File: config.mk
export PLATFORM = sky130hd
export DESIGN_NAME = tga_rle_pixel_decoder_flat
export DESIGN_NICKNAME = d
export VERILOG_FILES = /design/src/rtl/core/trd_pkg.sv /design/src/rtl/core/trd_if.sv /design/src/rtl/core/trd_front.sv /design/src/rtl/core/trd_queue.sv /design/src/rtl/core/tga_rle_pixel_decoder.sv /design/src/flat_wrapper.sv
export SDC_FILE = /design/constraint.sdc
export NUM_CORES = 1
export LEC_CHECK = 0
export ABC_CLOCK_PERIOD_IN_PS = 7800
export BUFFER_PORTS_ARGS = -buffer_cell sky130_fd_sc_hd__buf_2
export CAP_MARGIN = 20
export CORE_UTILIZATION = 50
export CTS_BUF_LIST = sky130_fd_sc_hd__clkbuf_16
export CTS_CLUSTER_DIAMETER = 40
export DETAILED_ROUTE_END_ITERATION = 8
export PLACE_DENSITY = 0.78
export SETUP_SLACK_MARGIN = 0.4
export SYNTH_ARGS = -nofsm -noshare
export SYNTH_HDL_FRONTEND = slang
export SYNTH_SLANG_ARGS = --single-unit
export TNS_END_PERCENT = 10
File: constraint.sdc
create_clock -name i_clk -period 7.8 [get_ports i_clk]
set_clock_uncertainty 0.1 [all_clocks]
set_input_delay 0.39 -clock i_clk [delete_from_list [all_inputs] [get_ports i_clk]]
set_output_delay 0.39 -clock i_clk [all_outputs]
set_load 0.01 [all_outputs]
File: src/rtl/core/trd_pkg.sv
// Shared types and constants for the TGA RLE pixel decoder.
package trd_pkg;

    localparam int unsigned CNT_W      = 25;
    localparam int unsigned CFG_IDX_W  = 1;
    localparam int unsigned CFG_DATA_W = 25;
    localparam logic [CNT_W-1:0] MAX_PIXELS = 25'd16777216;
    localparam logic [2:0] BPP_FOUR = 3'd4;

    typedef enum logic [CFG_IDX_W-1:0] {
        CFG_BYTES_PER_PIXEL = 1'b0,
        CFG_PIXEL_COUNT     = 1'b1
    } t_cfg_idx;

    typedef struct packed {
        logic [7:0] blue;
        logic [7:0] green;
        logic [7:0] red;
        logic [7:0] alpha;
        logic [7:0] repeat_res;
        logic       image_done;
        logic       overrun;
    } t_pixel;

    typedef struct packed {
        logic space;
        logic push;
    } t_queue_ctl;

endpackage

File: src/rtl/core/trd_if.sv
// Channel interfaces: compressed byte requests in and decoded pixel requests out.
interface trd_byte_if;
    logic       valid;
    logic       ready;
    logic [7:0] data_byte;

    modport source (output valid, output data_byte, input ready);
    modport sink   (input valid, input data_byte, output ready);
endinterface

interface trd_pixel_if;
    logic       valid;
    logic       ready;
    logic [7:0] blue;
    logic [7:0] green;
    logic [7:0] red;
    logic [7:0] alpha;
    logic [7:0] repeat_res;
    logic       image_done;
    logic       overrun;

    modport source (output valid, output blue, output green, output red, output alpha,
                    output repeat_res, output image_done, output overrun, input ready);
    modport sink   (input valid, input blue, input green, input red, input alpha,
                    input repeat_res, input image_done, input overrun, output ready);
endinterface

File: src/rtl/core/trd_front.sv
// Byte parser: packet headers, pixel assembly, run clipping and image accounting.
module trd_front (
    input  logic                          i_clk,
    input  logic                          i_rst_n,
    input  logic                          i_valid,
    input  logic [7:0]                    i_data,
    output logic                          o_ready,
    input  logic                          i_cfg_we,
    input  logic [trd_pkg::CFG_IDX_W-1:0] i_cfg_idx,
    input  logic [trd_pkg::CFG_DATA_W-1:0] i_cfg_data,
    input  logic                          i_space,
    output trd_pkg::t_queue_ctl           o_ctl,
    output trd_pkg::t_pixel               o_pix
);

    logic                      r_four;
    logic [trd_pkg::CNT_W-1:0] r_cnt;
    logic                      r_in_packet, n_in_packet;
    logic                      r_is_run, n_is_run;
    logic [7:0]                r_left, n_left;
    logic [1:0]                r_bip, n_bip;
    logic [31:0]               r_colour, n_colour;
    logic [trd_pkg::CNT_W-1:0] r_done, n_done;

    logic                      accept;
    logic                      last_byte;
    logic                      emit;
    logic [7:0]                rep_raw;
    logic [7:0]                left_after;
    logic [trd_pkg::CNT_W:0]   rem;
    logic [trd_pkg::CNT_W:0]   rem_eff;
    logic                      img_done;
    logic                      clip;
    logic [7:0]                rep_out;
    logic [trd_pkg::CNT_W-1:0] cfg_cnt;

    assign o_ready = i_space;
    assign accept  = i_valid && i_space;

    always_comb begin
        cfg_cnt = i_cfg_data[trd_pkg::CNT_W-1:0];
        if (cfg_cnt == '0) begin
            cfg_cnt = trd_pkg::CNT_W'(1);
        end else if (cfg_cnt > trd_pkg::MAX_PIXELS) begin
            cfg_cnt = trd_pkg::MAX_PIXELS;
        end
    end

    always_ff @(posedge i_clk) begin
        if (!i_rst_n) begin
            r_four <= 1'b0;
            r_cnt  <= trd_pkg::CNT_W'(1);
        end else if (i_cfg_we) begin
            case (trd_pkg::t_cfg_idx'(i_cfg_idx))
                trd_pkg::CFG_BYTES_PER_PIXEL: r_four <= (i_cfg_data[2:0] == trd_pkg::BPP_FOUR);
                trd_pkg::CFG_PIXEL_COUNT:     r_cnt  <= cfg_cnt;
                default: ;
            endcase
        end
    end

    always_comb begin
        n_in_packet = r_in_packet;
        n_is_run    = r_is_run;
        n_left      = r_left;
        n_bip       = r_bip;
        n_colour    = r_colour;
        n_done      = r_done;
        emit        = 1'b0;

        last_byte  = r_four ? (r_bip == 2'd3) : (r_bip >= 2'd2);
        rep_raw    = (r_is_run && r_left != 8'd0) ? r_left : 8'd1;
        left_after = r_is_run ? 8'd0 : ((r_left != 8'd0) ? r_left - 8'd1 : 8'd0);
        rem        = {1'b0, r_cnt} - {1'b0, r_done};
        rem_eff    = (rem[trd_pkg::CNT_W] || rem == '0) ? (trd_pkg::CNT_W+1)'(1) : rem;
        img_done   = {{(trd_pkg::CNT_W-7){1'b0}}, rep_raw} >= rem_eff;
        clip       = {{(trd_pkg::CNT_W-7){1'b0}}, rep_raw} > rem_eff;
        rep_out    = clip ? rem_eff[7:0] : rep_raw;

        case (r_bip)
            2'd0:    n_colour[7:0]   = i_data;
            2'd1:    n_colour[15:8]  = i_data;
            2'd2:    n_colour[23:16] = i_data;
            default: n_colour[31:24] = i_data;
        endcase

        if (accept) begin
            if (!r_in_packet) begin
                n_is_run    = i_data[7];
                n_left      = i_data[7] ? i_data - 8'd127 : i_data + 8'd1;
                n_bip       = 2'd0;
                n_in_packet = 1'b1;
                n_colour    = r_colour;
            end else if (!last_byte) begin
                n_bip = r_bip + 2'd1;
            end else begin
                emit   = 1'b1;
                n_bip  = 2'd0;
                n_left = left_after;
                if (img_done) begin
                    n_done = '0;
                    n_left = 8'd0;
                end else begin
                    n_done = r_done + {{(trd_pkg::CNT_W-8){1'b0}}, rep_raw};
                end
                if (img_done || left_after == 8'd0) begin
                    n_in_packet = 1'b0;
                    n_is_run    = 1'b0;
                end
            end
        end else begin
            n_colour = r_colour;
        end
    end

    always_ff @(posedge i_clk) begin
        if (!i_rst_n) begin
            r_in_packet <= 1'b0;
            r_is_run    <= 1'b0;
            r_left      <= 8'd0;
            r_bip       <= 2'd0;
            r_colour    <= 32'd0;
            r_done      <= '0;
        end else begin
            r_in_packet <= n_in_packet;
            r_is_run    <= n_is_run;
            r_left      <= n_left;
            r_bip       <= n_bip;
            r_colour    <= n_colour;
            r_done      <= n_done;
        end
    end

    assign o_ctl.space       = i_space;
    assign o_ctl.push        = emit;
    assign o_pix.blue        = n_colour[7:0];
    assign o_pix.green       = n_colour[15:8];
    assign o_pix.red         = n_colour[23:16];
    assign o_pix.alpha       = r_four ? n_colour[31:24] : 8'd0;
    assign o_pix.repeat_res  = rep_out;
    assign o_pix.image_done  = img_done;
    assign o_pix.overrun     = clip || (img_done && left_after != 8'd0);

endmodule

File: src/rtl/core/trd_queue.sv
// Two-entry queue that holds decoded pixels until the output side takes them.
module trd_queue (
    input  logic                i_clk,
    input  logic                i_rst_n,
    input  trd_pkg::t_queue_ctl i_ctl,
    input  trd_pkg::t_pixel     i_pix,
    output logic                o_space,
    output logic                o_valid,
    input  logic                i_ready,
    output trd_pkg::t_pixel     o_pix
);

    trd_pkg::t_pixel r_mem [2];
    logic            r_wptr;
    logic            r_rptr;
    logic [1:0]      r_count;
    logic            push;
    logic            pop;

    assign o_space = (r_count != 2'd2);
    assign o_valid = (r_count != 2'd0);
    assign push    = i_ctl.push && i_ctl.space;
    assign pop     = o_valid && i_ready;
    assign o_pix   = r_mem[r_rptr];

    always_ff @(posedge i_clk) begin
        if (push) begin
            r_mem[r_wptr] <= i_pix;
        end
    end

    always_ff @(posedge i_clk) begin
        if (!i_rst_n) begin
            r_wptr  <= 1'b0;
            r_rptr  <= 1'b0;
            r_count <= 2'd0;
        end else begin
            if (push) begin
                r_wptr <= ~r_wptr;
            end
            if (pop) begin
                r_rptr <= ~r_rptr;
            end
            case ({push, pop})
                2'b10:   r_count <= r_count + 2'd1;
                2'b01:   r_count <= r_count - 2'd1;
                default: r_count <= r_count;
            endcase
        end
    end

endmodule

File: src/rtl/core/tga_rle_pixel_decoder.sv
// A pixel result is written into the pixel queue and offered to the output from there.
// Throughput: one byte request per cycle while the pixel queue has space.
// A two-entry pixel queue lets input continue while a result waits to be taken.
// Header bytes and non-final pixel bytes give no result.
// Reset is synchronous and active low: parser state clears, bytes_per_pixel is 3,
// pixel_count is 1.
module tga_rle_pixel_decoder (
    input  logic                           i_clk,
    input  logic                           i_rst_n,
    trd_byte_if.sink                       i_byte,
    trd_pixel_if.source                    o_pixel,
    input  logic                           i_cfg_we,
    input  logic [trd_pkg::CFG_IDX_W-1:0]  i_cfg_idx,
    input  logic [trd_pkg::CFG_DATA_W-1:0] i_cfg_data
);

    trd_pkg::t_queue_ctl ctl;
    trd_pkg::t_pixel     front_pix;
    trd_pkg::t_pixel     out_pix;
    logic                space;

    trd_front u_front (
        .i_clk      (i_clk),
        .i_rst_n    (i_rst_n),
        .i_valid    (i_byte.valid),
        .i_data     (i_byte.data_byte),
        .o_ready    (i_byte.ready),
        .i_cfg_we   (i_cfg_we),
        .i_cfg_idx  (i_cfg_idx),
        .i_cfg_data (i_cfg_data),
        .i_space    (space),
        .o_ctl      (ctl),
        .o_pix      (front_pix)
    );

    trd_queue u_queue (
        .i_clk   (i_clk),
        .i_rst_n (i_rst_n),
        .i_ctl   (ctl),
        .i_pix   (front_pix),
        .o_space (space),
        .o_valid (o_pixel.valid),
        .i_ready (o_pixel.ready),
        .o_pix   (out_pix)
    );

    assign o_pixel.blue       = out_pix.blue;
    assign o_pixel.green      = out_pix.green;
    assign o_pixel.red        = out_pix.red;
    assign o_pixel.alpha      = out_pix.alpha;
    assign o_pixel.repeat_res = out_pix.repeat_res;
    assign o_pixel.image_done = out_pix.image_done;
    assign o_pixel.overrun    = out_pix.overrun;

endmodule
File: src/flat_wrapper.sv
// flat-port wrapper written by rule: the top's interface ports become plain ports
module tga_rle_pixel_decoder_flat 
  (i_clk, i_rst_n, i_cfg_we, i_cfg_idx, i_cfg_data, i_byte_valid, i_byte_data_byte, i_byte_ready, o_pixel_valid, o_pixel_blue, o_pixel_green, o_pixel_red, o_pixel_alpha, o_pixel_repeat_res, o_pixel_image_done, o_pixel_overrun, o_pixel_ready);
  trd_byte_if i_byte_i ();
  trd_pixel_if o_pixel_i ();
  input  logic i_clk;
  input  logic i_rst_n;
  input  logic i_cfg_we;
  input  logic [trd_pkg::CFG_IDX_W-1:0] i_cfg_idx;
  input  logic [trd_pkg::CFG_DATA_W-1:0] i_cfg_data;
  input wire logic [$bits(i_byte_i.valid)-1:0] i_byte_valid;
  input wire logic [$bits(i_byte_i.data_byte)-1:0] i_byte_data_byte;
  output wire logic [$bits(i_byte_i.ready)-1:0] i_byte_ready;
  output wire logic [$bits(o_pixel_i.valid)-1:0] o_pixel_valid;
  output wire logic [$bits(o_pixel_i.blue)-1:0] o_pixel_blue;
  output wire logic [$bits(o_pixel_i.green)-1:0] o_pixel_green;
  output wire logic [$bits(o_pixel_i.red)-1:0] o_pixel_red;
  output wire logic [$bits(o_pixel_i.alpha)-1:0] o_pixel_alpha;
  output wire logic [$bits(o_pixel_i.repeat_res)-1:0] o_pixel_repeat_res;
  output wire logic [$bits(o_pixel_i.image_done)-1:0] o_pixel_image_done;
  output wire logic [$bits(o_pixel_i.overrun)-1:0] o_pixel_overrun;
  input wire logic [$bits(o_pixel_i.ready)-1:0] o_pixel_ready;
  assign i_byte_i.valid = i_byte_valid;
  assign i_byte_i.data_byte = i_byte_data_byte;
  assign i_byte_ready = i_byte_i.ready;
  assign o_pixel_valid = o_pixel_i.valid;
  assign o_pixel_blue = o_pixel_i.blue;
  assign o_pixel_green = o_pixel_i.green;
  assign o_pixel_red = o_pixel_i.red;
  assign o_pixel_alpha = o_pixel_i.alpha;
  assign o_pixel_repeat_res = o_pixel_i.repeat_res;
  assign o_pixel_image_done = o_pixel_i.image_done;
  assign o_pixel_overrun = o_pixel_i.overrun;
  assign o_pixel_i.ready = o_pixel_ready;
  tga_rle_pixel_decoder u_core (.i_clk(i_clk), .i_rst_n(i_rst_n), .i_byte(i_byte_i), .o_pixel(o_pixel_i), .i_cfg_we(i_cfg_we), .i_cfg_idx(i_cfg_idx), .i_cfg_data(i_cfg_data));
endmodule
==> key figures, run 1 <==
Routing
  – DRC: 0
  – Final ANT Viol Nets: 0
  – Vias: 7609
  – Via density: approximately 5.7
  – Drt pass-1 iters: 5
  – Routed wire length: about 23000 um
  – Iter 0 DRT Violations: about 650
  – DR WL/cell: between 15 and 20 um

Floorplan
  – Initial Util: between 50% and 60%
  – Rows: 51
  – Core Area: between 15000 and 20000 sq um
  – Die Y-Extent: about 140 um
  – Chip Width: 143 um
  – Die area: between 20000 and 25000 sq um
  – Io pins: 83

Cells and area
  – Fillers: between 1500 and 2000
  – N_diodes: 0
  – Register Area: between 4000 and 5000 sq um
  – Final Net Count: 1138
  – Multi-input logic area: a little over 5000 sq um
  – Proportion of layout cells with a drive suffix above 1: 18.5%
  – Synth-to-Final Area Change: 11.9%

CTS
  – Clock slew at reported path FFs: 70 ps
  – Postcts setup bufs: 0
  – Root Driver: clkbuf_16
  – CTS Buf Count: 17
  – CTS max path bufs: 2
  – H-tree depth: 4
  – CTS tree: done
  – Cts hold-fix bufs: 0
  – Resized Gates After CTS: 0
  – Clock Latency Late Sink: between 400 and 500 ps
  – Sink Count: approximately 180

STA
  – Final setup violation count: 0
  – Max-slew headroom at the worst pin: between 20 and 30%
  – Final Cycle Share: 75.6%
  – Max Slew Vio Count: 0
  – Final hold violations: 0
  – Final critical-path required period: roughly 5900 ps
  – Unrepaired setup endpoints after global routing: no
  – Worst hold slack: 126 ps
  – F_max: about 170 MHz
  – Setup TNS: 0 ps
  – Worst slew pin tran: around 1100 ps

Worst hold path
  – Min-Delay Path Class: in -> reg

Synthesis
  – Async set or reset register ratio after synthesis: 0%
  – Post-synthesis cell area: 9990 sq um
  – Most used DFF post-synth: dfxtp_1
  – Number of synthesized flops with an enable pin: 84
  – #FFs+latches synth: 184
  – Post-synth net total: 1073
  – Syn_area_per_cell: roughly 10 sq um
  – Cell variety after synth: about 70
  – Mapped Cells: between 900 and 1000
  – Yosys warns: 0
  – Register area share after synthesis: a little under half

Place
  – Placer Congestion: between 0.9 and 1
  – Final HPWL DP: between 15000 and 20000 um
  – Port buffer count: around 80

Global routing
  – Pin count of the biggest net entering global routing: approximately 100
  – Global-route wire length before repair: 36200 um
  – Vias in the first global route: around 7100
  – Antenna violations before repair: 0
  – GRT Total Usage: between 20 and 25%
  – Grt ovf: 0

Pwr
  – Worst IR drop on VDD: approximately 150 uV
  – Pwr per Cell Area: slightly below 200 nW/um^2
  – Leak: 4.23 nW

Critical path
  – Worst Path Max Fanout: 26
  – CP Data Required Time: 8030 ps
  – Crit path kind: reg -> reg
  – CP arrival: between 6000 and 7000 ps
  – Kind of start point of the critical path: register
  – CP endpoint kind: register

Outcome
  – Status: finished, final reports clean

Flow run
  – Max cap viols: 0
cell type report:
cell class                      instances  share of cell area [%]
Multi-Input combinational cell        710                    45.7
Sequential cell                       184                    40.5
Timing Repair Buffer                   87                    4.12
Clock buffer                           17                    3.81
Tap cell                              265                    2.97
Inverter                               48                    1.61
Clock inverter                         15                    1.25
where the power goes:
| group | internal, mW | total (mW) | switching (mW) |
|---|---|---|---|
| logic | 0.117 | 0.297 | 0.180 |
| registers | 1.02 | 1.03 | 0.0135 |
| clock network | 0.421 | 0.822 | 0.400 |
| total | 1.56 | 2.15 | 0.594 |
cell usage after synthesis (all sizes together) (3+ instances only):
library cell    n  share of area (%)
and3           10               0.63
and2           36                2.3
o211ai          7               0.53
o22ai           6               0.38
nand4          16                1.0
buf             7               0.53
edfxtp         84                 25
nand3          21                1.1
nand2b          9               0.56
o21ai          38                1.9
or2             4               0.25
mux2i          13                1.3
xor2            8               0.70
clkbuf         34                1.3
or3             9               0.56
a22oi          27                2.0
o21bai          6               0.45
nor4           12               0.75
nor3b          15                1.1
mux2           69                7.8
ha             49                6.1
a21boi          6               0.45
a22o            4               0.35
a31oi           7               0.44
nand2          76                2.9
a21o           12               0.90
inv            47                1.8
a211oi          9               0.68
nor2b          46                2.9
xnor2          37                3.2
a21oi          51                2.6
o21a           11               0.83
nor2           41                1.5
nor3           15               0.75
and4            3               0.26
dfxtp         100                 20
worst max-delay path, cell delays in order (launching register included):
cell       delay, ps
dfxtp_1          360
ha_1             180
inv_1             50
fa_1             410
a21o_1           250
a221o_1          360
a21oi_1          310
a221oi_1         140
o2bb2ai_1        150
a2111oi_0        500
nand3_1          160
nor2b_1          540
a21o_1           200
nand2b_1         100
ha_1             130
a21o_1           100
a21oi_1           60
o221ai_1         170
a21o_1           160
a21oi_1           80
o21ai_0          150
o211a_1          840
and3b_1          260
sequential cells by signal (all words and copies together), names as in the netlist, named ones only:
signal and flops:
u_core.u_front.r_colour 32, u_core.u_queue.r_wptr 1, u_core.u_queue.r_mem 84, u_core.u_front.r_done 25, u_core.u_front.r_bip 2, u_core.u_front.r_left 8, u_core.u_front.r_cnt 25, u_core.u_front.r_is_run 1
u_core.u_queue.r_count 2, u_core.u_front.r_in_packet 1, u_core.u_queue.r_rptr 1, u_core.u_front.r_four 1
layout by cell type, fill, tap and decap left out, drive strengths merged, types with 3 or more instances in the layout:
cell	synthesis	routed
nor3b	15	15
nor2	41	41
o21ai	38	38
nor4	12	12
edfxtp	84	84
a22oi	27	27
clkbuf	34	17
o22ai	6	6
mux2i	13	13
nor3	15	15
o21bai	6	6
or2	4	4
nand3	21	21
a21oi	51	51
xnor2	37	37
or3	9	9
dfxtp	100	100
a21boi	6	6
a211oi	9	9
clkinv	1	7
and2	36	36
nand2	76	76
nand2b	9	9
inv	47	55
ha	49	49
xor2	8	8
a22o	4	4
a31oi	7	7
nor2b	46	46
mux2	69	69
and4	3	3
and3	10	10
nand4	16	16
a21o	12	12
o21a	11	11
o211ai	7	7
buf	7	87
logic make-up (layout without fill, tap and decap cells):
family / after synthesis / after routing / synth area share [%]
xor gates and xnor gates: 45 / 45 / 3.95
muxes: 82 / 82 / 9.08
AOI/OAI and AO/OA: 213 / 213 / 14.5
and+or+nand+nor: 318 / 318 / 16.9
buffers and inverters: 89 / 167 / 3.61
adders and majority gates: 52 / 52 / 6.64
DFF: 184 / 184 / 45.3
through the flow:
step,setup WS (ps),utilization [%],cells,instance area [sq um],power (mW)
after floorplan,3000,-,983,9990,1.26
after global placement,2200,54.2,1293,10600,1.34
after detailed placement,2060,54.2,1293,10600,1.34
after CTS,1970,57.1,1325,11200,2.15
after global routing,1400,57.2,1326,11200,2.23
final,1910,57.2,1326,11200,2.15
routing by layer:
layer	share of wire, %	track usage [%]
met2	48	38.9
met1	45	29.1
met3	4.7	4.23
met5	0	0
met4	2.2	8.06
final timing paths:
kind | startpoint | to | slack [ps] | cells after the start
setup reg to reg | u_core.u_front.r_done[0] | u_core.u_front.r_done[22] | 1910 | 22
hold reg to reg | u_core.u_front.r_cnt[0] | u_core.u_front.r_cnt[0] | 400 | 2
hold / removal | i_cfg_data[10] | u_core.u_front.r_cnt[10] | 130 | 3
setup / recovery | u_core.u_front.r_done[0] | u_core.u_front.r_done[22] | 1910 | 22
No activity file was read; power rests on OpenSTA's default activity.
==> inputs of run 2 (changes only) <==
ABC_CLOCK_PERIOD_IN_PS = 5960   (was 7800)
clock period = 5.96 ns   (was 7.8 ns; I/O delays follow)
==> key figures, run 2 (same netlist as run 1, synthesis figures left out) <==
CTS
  – Sink Count: 184 (unchanged)
  – Clock Latency Late Sink: 440 ps (about the same)
  – Cts hold-fix bufs: 0 (unchanged)
  – CTS Buf Count: 17 (unchanged)
  – CTS tree: done
  – Root Driver: clkbuf_16
  – CTS max path bufs: 2 (unchanged)
  – H-tree depth: 4 (unchanged)
  – Clock slew at reported path FFs: 70 ps (about the same)

STA
  – Final hold violations: 0 (unchanged)
  – Setup TNS: 0 ps (unchanged)
  – Final Cycle Share: 88.1% (+13 points)
  – Final critical-path required period: 5250 ps (-641 ps)
  – Max-slew headroom at the worst pin: 31.1% (+1.2 points)
  – Final setup violation count: 0 (unchanged)
  – F_max: 190 MHz (+12%)
  – Worst slew pin tran: 1030 ps (-18.4 ps)
  – Max Slew Vio Count: 0 (unchanged)
  – Unrepaired setup endpoints after global routing: yes

Cells and area
  – Most frequent cells in the layout: 99 x dfxtp_1, 84 x edfxtp_1, 82 x buf_2, 75 x nand2_1, 69 x mux2_2
  – Most common cell after layout, fill and taps aside: dfxtp_1
  – Final Net Count: 1140 (+0.18%)
  – Max FFs per register: 84 (unchanged)
  – N_diodes: 0 (unchanged)
  – Largest regs: u_core.u_queue.r_mem (84), u_core.u_front.r_colour (32)
  – Top reg by flops: u_core.u_queue.r_mem
  – Synth-to-Final Area Change: 12.5%
  – Fillers: 1675 (+0.96%)
  – Proportion of layout cells with a drive suffix above 1: 19.5% (+1.0 points)

Floorplan
  – Initial Util: 51.2% (unchanged)
  – Io pins: 83 (unchanged)
  – Die Y-Extent: 143 um (unchanged)
  – Chip Width: 143 um (unchanged)
  – Rows: 51 (unchanged)
  – Core Area: 19500 sq um (unchanged)
  – Die area: 20500 sq um (unchanged)

Critical path
  – CP endpoint kind: register
  – Kind of start point of the critical path: register
  – CP arrival: 5520 ps (-600 ps)
  – R2R cell count: 23 (+4.5%)
  – Worst Path Max Fanout: 8 (-69%)
  – Crit path kind: reg -> reg
  – FF-to-FF Start: u_core.u_front.r_done[0]
  – CP Data Required Time: 6230 ps (-1800 ps)
  – Worst reg2reg path endpoint: u_core.u_front.r_left[5]
  – Reg-to-reg slack, setup: 710 ps (-1200 ps)

Outcome
  – Status: finished, final reports clean

Place
  – Port buffer count: 82 (unchanged)
  – Final HPWL DP: 16700 um (+5.3%)
  – Placer Congestion: 0.933 (-2.0%)

Global routing
  – GRT Total Usage: 23.5% (+0.61 points)
  – Antenna violations before repair: 0 (unchanged)
  – Grt ovf: 0 (unchanged)
  – Pin count of the biggest net entering global routing: 103 (unchanged)
  – Vias in the first global route: 7268 (+2.0%)
  – Global-route wire length before repair: 36800 um (+1.6%)

Routing
  – Drt pass-1 iters: 5 (unchanged)
  – Iter 0 DRT Violations: 617 (-5.7%)
  – Routed wire length: 23000 um (+1.5%)
  – Vias: 7669 (+0.79%)
  – Via density: 5.77 (+0.64%)
  – Final ANT Viol Nets: 0 (unchanged)
  – DRC: 0 (unchanged)
  – DR WL/cell: 17.4 um (+1.3%)

Pwr
  – Worst IR drop on VDD: 225 uV (+46%)
  – Leak: 4.24 nW (+0.22%)
  – Sw frac: 28.0% (+0.36 points)
  – Psw: 0.796 mW (+34%)
  – Pwr Total: 2.84 mW (+32%)
  – Int Pwr: 2.05 mW (+32%)
  – Combinational share of power: 14.3% (+0.5 points)
  – Clk pwr share: 38.3% (about the same)
  – Register share of total power: 47.4% (-0.6 points)
  – Pwr per Cell Area: 253 nW/um^2 (+32%)

Worst hold path
  – Hold path depth: 3 (unchanged)
  – Hold Path Sink: u_core.u_front.r_cnt[7]
  – Min-Delay Path Class: in -> reg
  – Worst Hold Launch: i_cfg_data[7]

Flow run
  – Max cap viols: 0 (unchanged)
-- run 2: power by group through the flow --
stage | Sequential, mW | Clock [mW] | Combinational, mW
6_report | 1.35 | 1.09 | 0.406
5_1_grt | 1.35 | 1.16 | 0.444
4_1_cts | 1.35 | 1.11 | 0.386
3_5_place_dp | 1.38 | 0 | 0.383
3_3_place_gp | 1.38 | 0 | 0.379
2_1_floorplan | 1.37 | 0 | 0.286
-- run 2: layout make-up --
class                   count  area, sq um  area share [%]
repair buffers             89          463            4.12
well taps                 265          332            2.95
clock inverters            15          156            1.39
inverters                  48          180            1.60
multi-input cells         710         5150            45.9
clock buffers              17          425            3.79
flip-flops and latches    184         4530            40.3
-- run 2: worst max-delay path, cell delays in order, from the launching register on --
cell and delay, ps:
dfxtp_1 360, ha_1 170, inv_1 50, fa_1 410
a21o_1 250, a221oi_4 370, or3_1 160, a22oi_1 80
a2111o_1 480, a2111oi_4 330, nand3_1 140, nor2b_2 200
a21o_1 140, nand2b_1 100, ha_1 220, nand4_1 110
o221ai_1 140, a21o_1 200, a21oi_1 210, o21ai_1 150
a21oi_1 220, nand2_2 160, o41ai_2 260, o2bb2ai_1 150
-- run 2: repair_timing --
action | CTS | global route
endpoints found under the setup margin | 13 | 50
gates resized for setup | 1 | 10
buffers inserted | 0 | 1
endpoints found under the hold margin | 0 | 0
pin swaps | 0 | 1
-- run 2: metal layers --
metal | vias to the layer above | track usage, % | wire length (um)
met2 | 216 | 38.9 | 10900
met3 | 48 | 4.77 | 986
met5 | - | 0 | 0
li1 | 3730 | - | -
met4 | 0 | 10.1 | 679
met1 | 3675 | 29.7 | 10400
-- run 2: worst max-delay path by stage --
stage,startpoint,depth (start not counted),slack (ps),end
after floorplan,u_core.u_front.r_done[0],24,1160,u_core.u_front.r_left[5]
after global placement,u_core.u_front.r_done[0],23,530,u_core.u_front.r_left[5]
after detailed placement,u_core.u_front.r_done[0],23,360,u_core.u_front.r_left[5]
after CTS,u_core.u_front.r_done[0],23,440,u_core.u_front.r_left[5]
after global routing,u_core.u_front.r_cnt[0],24,350,u_core.u_front.r_left[5]
final,u_core.u_front.r_done[0],23,710,u_core.u_front.r_left[5]
-- run 2: metrics by stage --
step / hold WS [ps] / cell area [sq um] / utilization [%] / cells / worst slack [ps]
after floorplan: 345 / 9990 / - / 983 / 1160
after global placement: 386 / 10600 / 54.3 / 1295 / 529
after detailed placement: 385 / 10600 / 54.3 / 1295 / 359
after CTS: 19.9 / 11200 / 57.3 / 1327 / 438
after global routing: 33.0 / 11200 / 57.5 / 1328 / 349
final: 33.9 / 11200 / 57.5 / 1328 / 706
